==> src/hdl/mnmp_pkg.sv <==
// Package: shared types and constants for the MIDI note message parser.
package mnmp_pkg;

  localparam int BYTE_W  = 8;
  localparam int DATA7_W = 7;
  localparam int CHAN_W  = 4;
  localparam int OUT_W   = 16;

  localparam logic [BYTE_W-1:0] REALTIME_MIN = 8'hF8;
  localparam logic [3:0]        KIND_NOTE_ON  = 4'h9;
  localparam logic [3:0]        KIND_NOTE_OFF = 4'h8;

  typedef enum logic [1:0] {
    PH_IDLE = 2'd0,
    PH_NOTE = 2'd1,
    PH_VEL  = 2'd2
  } phase_t;

  typedef struct packed {
    logic                 is_note_on;
    logic [DATA7_W-1:0]   note_number;
    logic [DATA7_W-1:0]   note_velocity;
  } note_evt_t;

endpackage

==> src/hdl/midi_note_message_parser_top.sv <==
// Top level: MIDI note-on/note-off parser with running status and channel filter.
//
// Takes one received MIDI byte per transfer on in_* and emits a note event on out_* when a
// complete note-on or note-off message on the configured channel has been collected.
// Real-time bytes (0xF8 and up) are ignored, running status is supported, and a note-on with
// velocity zero is reported as a note-off. A byte is accepted in every cycle; each byte passes
// through an input register and, if it completes a message, a result register that drives out_*.
// While an event waits on out_tready the input register holds the next byte and in_tready drops
// only if that byte would also emit.
// cfg_data sets the listen channel; write it only while the parser is idle.
module midi_note_message_parser_top
  import mnmp_pkg::*;
(
  input  logic                clk,
  input  logic                rst_n,
  input  logic                cfg_valid,
  output logic                cfg_ready,
  input  logic [CHAN_W-1:0]   cfg_data,
  input  logic                in_tvalid,
  output logic                in_tready,
  input  logic [BYTE_W-1:0]   in_tdata,   // [7:0] rx_byte
  output logic                out_tvalid,
  input  logic                out_tready,
  output logic [OUT_W-1:0]    out_tdata   // [0] is_note_on, [7:1] note_number,
                                          // [14:8] note_velocity, [15] zero
);

  logic [CHAN_W-1:0]  listen_r;
  logic               in_valid_r;
  logic [BYTE_W-1:0]  in_byte_r;
  phase_t             phase_r, phase_nxt;
  logic [BYTE_W-1:0]  rs_r, rs_nxt;
  logic [DATA7_W-1:0] held_r, held_nxt;
  logic               out_valid_r;
  note_evt_t          evt_r, evt_nxt;
  logic               emit;
  logic               rs_valid;
  logic               out_free;
  logic               stage_go;

  assign cfg_ready = 1'b1;
  assign rs_valid  = (rs_r[7:4] == KIND_NOTE_ON) || (rs_r[7:4] == KIND_NOTE_OFF);
  assign out_free  = !out_valid_r || out_tready;
  assign stage_go  = in_valid_r && (!emit || out_free);
  assign in_tready = !in_valid_r || stage_go;

  // next parse state
  always_comb begin
    phase_nxt = phase_r;
    rs_nxt    = rs_r;
    held_nxt  = held_r;
    if (in_byte_r >= REALTIME_MIN) begin
      phase_nxt = phase_r;
    end else if (in_byte_r[7]) begin
      if ((in_byte_r[7:4] == KIND_NOTE_ON) || (in_byte_r[7:4] == KIND_NOTE_OFF)) begin
        rs_nxt    = in_byte_r;
        phase_nxt = PH_NOTE;
      end else begin
        rs_nxt    = '0;
        phase_nxt = PH_IDLE;
      end
    end else begin
      case (phase_r)
        PH_NOTE: begin
          held_nxt  = in_byte_r[DATA7_W-1:0];
          phase_nxt = PH_VEL;
        end
        PH_VEL: begin
          phase_nxt = PH_IDLE;
        end
        default: begin
          if (rs_valid) begin
            held_nxt  = in_byte_r[DATA7_W-1:0];
            phase_nxt = PH_VEL;
          end else begin
            phase_nxt = PH_IDLE;
          end
        end
      endcase
    end
  end

  // event decode
  always_comb begin
    emit                  = 1'b0;
    evt_nxt.note_number   = held_r;
    evt_nxt.note_velocity = in_byte_r[DATA7_W-1:0];
    evt_nxt.is_note_on    = (rs_r[7:4] == KIND_NOTE_ON) && (in_byte_r[DATA7_W-1:0] != '0);
    if (!in_byte_r[7] && (phase_r == PH_VEL) && rs_valid && (rs_r[3:0] == listen_r)) begin
      emit = 1'b1;
    end
  end

  always_ff @(posedge clk) begin
    if (!rst_n) begin
      listen_r    <= '0;
      in_valid_r  <= 1'b0;
      phase_r     <= PH_IDLE;
      rs_r        <= '0;
      held_r      <= '0;
      out_valid_r <= 1'b0;
    end else begin
      if (cfg_valid && cfg_ready) begin
        listen_r <= cfg_data;
      end
      if (in_tready) begin
        in_valid_r <= in_tvalid;
      end
      if (stage_go) begin
        phase_r <= phase_nxt;
        rs_r    <= rs_nxt;
        held_r  <= held_nxt;
      end
      if (stage_go && emit) begin
        out_valid_r <= 1'b1;
      end else if (out_tready) begin
        out_valid_r <= 1'b0;
      end
    end
  end

  always_ff @(posedge clk) begin
    if (in_tvalid && in_tready) begin
      in_byte_r <= in_tdata;
    end
    if (stage_go && emit) begin
      evt_r <= evt_nxt;
    end
  end

  assign out_tvalid = out_valid_r;
  assign out_tdata  = {1'b0, evt_r.note_velocity, evt_r.note_number, evt_r.is_note_on};

endmodule

==> config.mk <==
export PLATFORM = sky130hd
export DESIGN_NAME = midi_note_message_parser_top
export DESIGN_NICKNAME = d
export VERILOG_FILES = /design/src/hdl/mnmp_pkg.sv /design/src/hdl/midi_note_message_parser_top.sv
export SDC_FILE = /design/constraint.sdc
export NUM_CORES = 1
export LEC_CHECK = 0
export BUFFER_PORTS_ARGS = -buffer_cell sky130_fd_sc_hd__buf_4
export CAP_MARGIN = 20
export CELL_PAD_IN_SITES_DETAIL_PLACEMENT = 1
export CELL_PAD_IN_SITES_GLOBAL_PLACEMENT = 2
export CORE_UTILIZATION = 40
export CTS_BUF_LIST = sky130_fd_sc_hd__clkbuf_4
export CTS_CLUSTER_DIAMETER = 100
export DETAILED_ROUTE_END_ITERATION = 8
export PLACE_DENSITY = 0.88
export SLEW_MARGIN = 40
export SYNTH_ARGS = -nofsm -noshare
export SYNTH_HDL_FRONTEND = slang
export SYNTH_SLANG_ARGS = --single-unit
==> constraint.sdc <==
create_clock -name clk -period 5.77 [get_ports clk]
set_input_delay 0 -clock clk [delete_from_list [all_inputs] [get_ports clk]]
set_output_delay 0 -clock clk [all_outputs]
set_load 0.005 [all_outputs]
# After elaboration in Yosys (flattened, before gate mapping)
# Index checks and enable logic that the tools add are counted.
# op_classes
eq_ne	7
mux	10
addsub	0
bitwise	3
order_cmp	1
div	0
shift	0
multipliers	0
n_reduce_logical	22
# ops
cell	n
4-bit == test (second input constant)	4
7-bit one-hot mux with 2 select lines	1
8-bit greater-or-equal comparator (second input constant)	1
8-bit 2-to-1 mux	1
1-bit logical AND	7
7-bit 2-to-1 mux	1
7-bit nonzero test	1
1-bit logical OR	5
5-bit AND reduction	1
4-bit == test	1
1-bit logical NOT	4
1-bit 2-to-1 mux	4
2-bit 2-to-1 mux	2
2-bit one-hot mux with 2 select lines	1
2-bit nonzero test	2
1-bit inverter	3
3-bit AND reduction	1
2-bit by 1-bit == test with 1-bit output (second input constant)	1
2-bit == test (second input constant)	1
2-bit AND reduction	1
# totals
out_inout_bits	19
word_cells	53
rom_bits	0
ramBits	0
regBits	46
input_bits	17
n_memories	0
latch_bits	0

# Logic depth before layout (Yosys ltp)
# depth
ltp_word	10
depth_mapped	6
mapped_depth_nobuf	6

# Least setup slack after synthesis
# No wires, ideal clock.
# synth_timing
kind	flip-flop to flip-flop
from	register rs_r[5]
to	register evt_r (netlist bit out_tdata[0]), enable pin
setup_slack_ns	3.036
path_buffers	0
arrival_ns	2.309
period_less_slack_ns	2.734
required_ns	5.344
setup_ns	0.426
stages_incl_launch_ff	4
cell_sequence	dfxtp_1 > nor3b_4 > nand3_2 > nor4_1
# synth_via
elab_chain_len	9
elab_cells_between_ends	10
cone_classes	eq/ne (2); mux (1); reduce/logical (7)
# synth_lines
item	line_no	text
from (decl)	midi_note_message_parser_top.sv:32	logic [BYTE_W-1:0] rs_r, rs_nxt;
from (signal assigned)	midi_note_message_parser_top.sv:111	rs_r <= rs_nxt;
4-bit == test	midi_note_message_parser_top.sv:42	assign rs_valid = (rs_r[7:4] == KIND_NOTE_ON) || (rs_r[7:4] == KIND_NOTE_OFF);
1-bit logical OR *	midi_note_message_parser_top.sv:42	
1-bit logical AND * (2 in series)	midi_note_message_parser_top.sv:89	if (!in_byte_r[7] && (phase_r == PH_VEL) && rs_valid && (rs_r[3:0] == listen_r)) begin
1-bit 2-to-1 mux *	midi_note_message_parser_top.sv:89	
1-bit logical NOT	midi_note_message_parser_top.sv:44	assign stage_go = in_valid_r && (!emit || out_free);
1-bit logical OR	midi_note_message_parser_top.sv:44	
1-bit logical AND	midi_note_message_parser_top.sv:44	
1-bit logical AND *	midi_note_message_parser_top.sv:126	if (stage_go && emit) begin
to (signal assigned)	midi_note_message_parser_top.sv:127	evt_r <= evt_nxt;
to (decl)	midi_note_message_parser_top.sv:35	note_evt_t evt_r, evt_nxt;
# Every way passes the cells marked *; elsewhere a longest branch is shown, timed or not.
# A chain may end at the register's enable or synchronous reset.

# Worst setup path after layout
# layout_timing
from	register rs_r[5]
to	register in_valid_r
# layout_via
elab_chain_len	9
elab_cells_between_ends	10
cone_classes	eq/ne (2); mux (1); reduce/logical (7)
# layout_lines
item	line_no	text
4-bit == test	midi_note_message_parser_top.sv:42	
1-bit logical OR *	midi_note_message_parser_top.sv:42	
1-bit logical AND * (2 in series)	midi_note_message_parser_top.sv:89	
1-bit 2-to-1 mux *	midi_note_message_parser_top.sv:89	
1-bit logical NOT *	midi_note_message_parser_top.sv:44	
1-bit logical OR *	midi_note_message_parser_top.sv:44	
1-bit logical AND *	midi_note_message_parser_top.sv:44	
1-bit logical OR *	midi_note_message_parser_top.sv:45	assign in_tready = !in_valid_r || stage_go;
to (signal assigned)	midi_note_message_parser_top.sv:107	in_valid_r <= in_tvalid;
to (decl)	midi_note_message_parser_top.sv:29	logic in_valid_r;
# Marked as above.

==> flow_metrics.tcl <==
set metrics [dict create \
    ys.flop_type "edfxtp_1" \
    drtIter0Drc 38 \
    routabilityCongestion 0.7289 \
    first_pass_iters 3 \
    post_synth.cell_area_avg_um2 13.01 \
    synth.area.mux_share_pct 6.860 \
    floorplan.initialDensity_pct 42.99 \
    critical_path.endpoint_type "flop" \
    timing.final.setup_violations 0 \
    overflow_left_after_global_routing 0 \
    critical_path_arrival_ps 2250 \
    drive_gt1_share_pct 26.04 \
    dp_hpwl_um 2799 \
    ffs_w_async_s_r_synth_pct 0 \
    cell_accounting_for_the_most_synthesized_area "edfxtp_1" \
    grt_max_degree 26 \
    cp_data_required_time_ps 6070 \
    area_share_of_and_or_nand_nor_cells_after_synthesis_pct 16.05 \
    count_of_cell_types_in_the_netlist 31 \
    synth_net_count 155 \
    fp-row-count 23 \
    numPortBuffers 33 \
    area_growth_syn_to_layout_pct 32.25 \
    p_leak_nw 0.9048 \
    first_global_vias 1361 \
    post_synth_main_area_contributors "edfxtp_1, dfxtp_1, mux2i_1" \
    final_worst_path_period_share_pct 33.89 \
    post-route-min-period_ps 1955 \
    netlist_area_um2 1769 \
    yosysTopAreaCellShare_pct 39.04 \
    tritoncts "done" \
    drc 0 \
    setup_repair_after_global_routing_missed_its_margin "false" \
    post_cts_resize_count 0 \
    synth_xor_area_share_pct 1.980 \
    grt_first_pass_wirelength_um 6506 \
    cts.sink_count 46 \
    cell_area_power_density_nw_per_um2 256.1 \
    ys_seq_elements 46 \
    synth_cells 136 \
    maxSlewViolCount 0 \
    max_slew_margin_pct 51.81 \
    final_common_cell "buf_4" \
    synth-adder-area-share_pct 1.414 \
    timing_worst_slew_pin_value_ps 721.4 \
    final_cell_mix "buf_4, dfxtp_1, edfxtp_1" \
    hold_buffers 18 \
    totalWireLength_um 4037 \
    vias_per_cell 5.087 \
    nets 210 \
    synth_edf_count 23 \
    path_clk_slew_ps 130 \
    cts_buffers 5 \
    timing.critical_path.from_type "flop" \
    core_box_area_um2 4115 \
    cp_max_fo 5 \
    synth_compound_gate_area_share_pct 5.870 \
    die_w_um 68.51 \
    hold_violations 0 \
    routed-via-count 1231 \
    post_cts_setup_buffer_count 0 \
    synthesis.yosys.warnings 0 \
    antenna_found_initial 0 \
    maxCapViolations 0 \
    f_max_ghz 0.5114 \
    detail-route-antenna-nets 0 \
    finClkSkew_ps 9.415 \
    holdCritPathClass "in -> reg" \
    die_h_um 68.51 \
    largest_family_of_logic_cells_by_synthesized_area "simple AND/OR/NAND/NOR gates" \
    fin_ws_ps 3815 \
    seq_area_frac_synth_pct 65.06 \
    cts-root-to-sink-buffers 2 \
    pre_cts_slack_ps 3976 \
    insertedDiodeCount 0 \
    outcome "completed" \
    io-pin-count 36 \
    clockRootBuffer "clkbuf_4" \
    clock_latency_ps 340 \
    totalNegativeSetupSlack_ps 0 \
    grt_use_total_pct 19.60 \
    ctsHtreeMaxLevel 2 \
    irDropWorstVdd_v 0.0001426 \
    worstSetupPathType "reg -> reg" \
    route.detailed.wl_per_inst_um 16.68 \
    die_area_um2 4693 \
]
[stage by stage]
step	utilization, %	instance area (um^2)	instances	hold WS (ps)	total power, W
2_1_floorplan	-	1769	136	98.87	0.0003811
3_3_place_gp	50.23	2067	215	181.5	0.0003949
3_5_place_dp	50.23	2067	215	181.4	0.0003967
4_1_cts	56.61	2330	241	3.479	0.0006048
5_1_grt	56.86	2340	242	3.864	0.0006241
6_report	56.86	2340	242	10.09	0.0005993
[where the power goes]
part / leakage, nW / internal, W / switching, W
Combinational: 0.456 / 0.0000246 / 0.0000170
Clock: 0.0463 / 0.000101 / 0.0000969
Sequential: 0.403 / 0.000351 / 0.00000879
[critical path, cell delays in order (launching register included)]
cell and delay [ps]:
dfxtp_1 350, nor3b_4 280, nand3_2 180, nor4b_2 420, o21a_1 150, dlygate4sd3_1 540
[flip-flops by register name, indices dropped and copies added (netlist names)]
signal      flops
phase_r         2
in_valid_r      1
in_byte_r       8
listen_r        4
out_tdata      15
held_r          7
out_tvalid      1
rs_r            8
[area by class of cell]
class / instances / area, um^2
Multi-Input combinational cell: 81 / 583.1
Tap cell: 50 / 62.56
Timing Repair Buffer: 53 / 445.4
Inverter: 4 / 15.01
Clock inverter: 1 / 30.03
Clock buffer: 7 / 52.55
Fill cell: 448 / 1775
Sequential cell: 46 / 1151
[cells by family (layout without fill, tap and decap cells)]
| family | Yosys count | count (layout) |
|---|---|---|
| fa+ha+maj | 2 | 2 |
| compound gates | 14 | 14 |
| xor+xnor | 4 | 4 |
| buf+inv | 9 | 65 |
| simple gates | 47 | 47 |
| flops | 46 | 46 |
| other cells | 2 | 2 |
| mux | 12 | 12 |
[cell usage after synthesis, types with 2 or more instances]
cell type  count
and3_1         2
a21boi_0       5
buf_4          2
mux2i_1       11
inv_1          4
nand4_1        3
clkbuf_1       3
nand3_1        6
nand2_1       10
o21a_1         3
nor2b_1       14
nor2_1         2
ha_1           2
xnor2_1        4
nor3_1         3
edfxtp_1      23
conb_1         2
nand3_2        2
dfxtp_1       23
[per-layer routing]
metal | vias to the layer above | GRT usage [%] | part of all wire, %
li1 | 592 | - | -
met1 | 610 | 21.68 | 43
met2 | 25 | 35.42 | 52
met3 | 4 | 5.099 | 3.5
met4 | 0 | 7.813 | 1.1
met5 | - | 0 | 0
[final timing paths]
kind,cells past startpoint,from,slack (ps),endpoint
min reg2reg,0,held_r[6],450,out_tdata[7]
max,5,rs_r[5],3810,in_valid_r
max reg2reg,5,rs_r[5],3810,in_valid_r
min,2,rst_n,10,out_tvalid
Power figures use the tool's default switching activity.
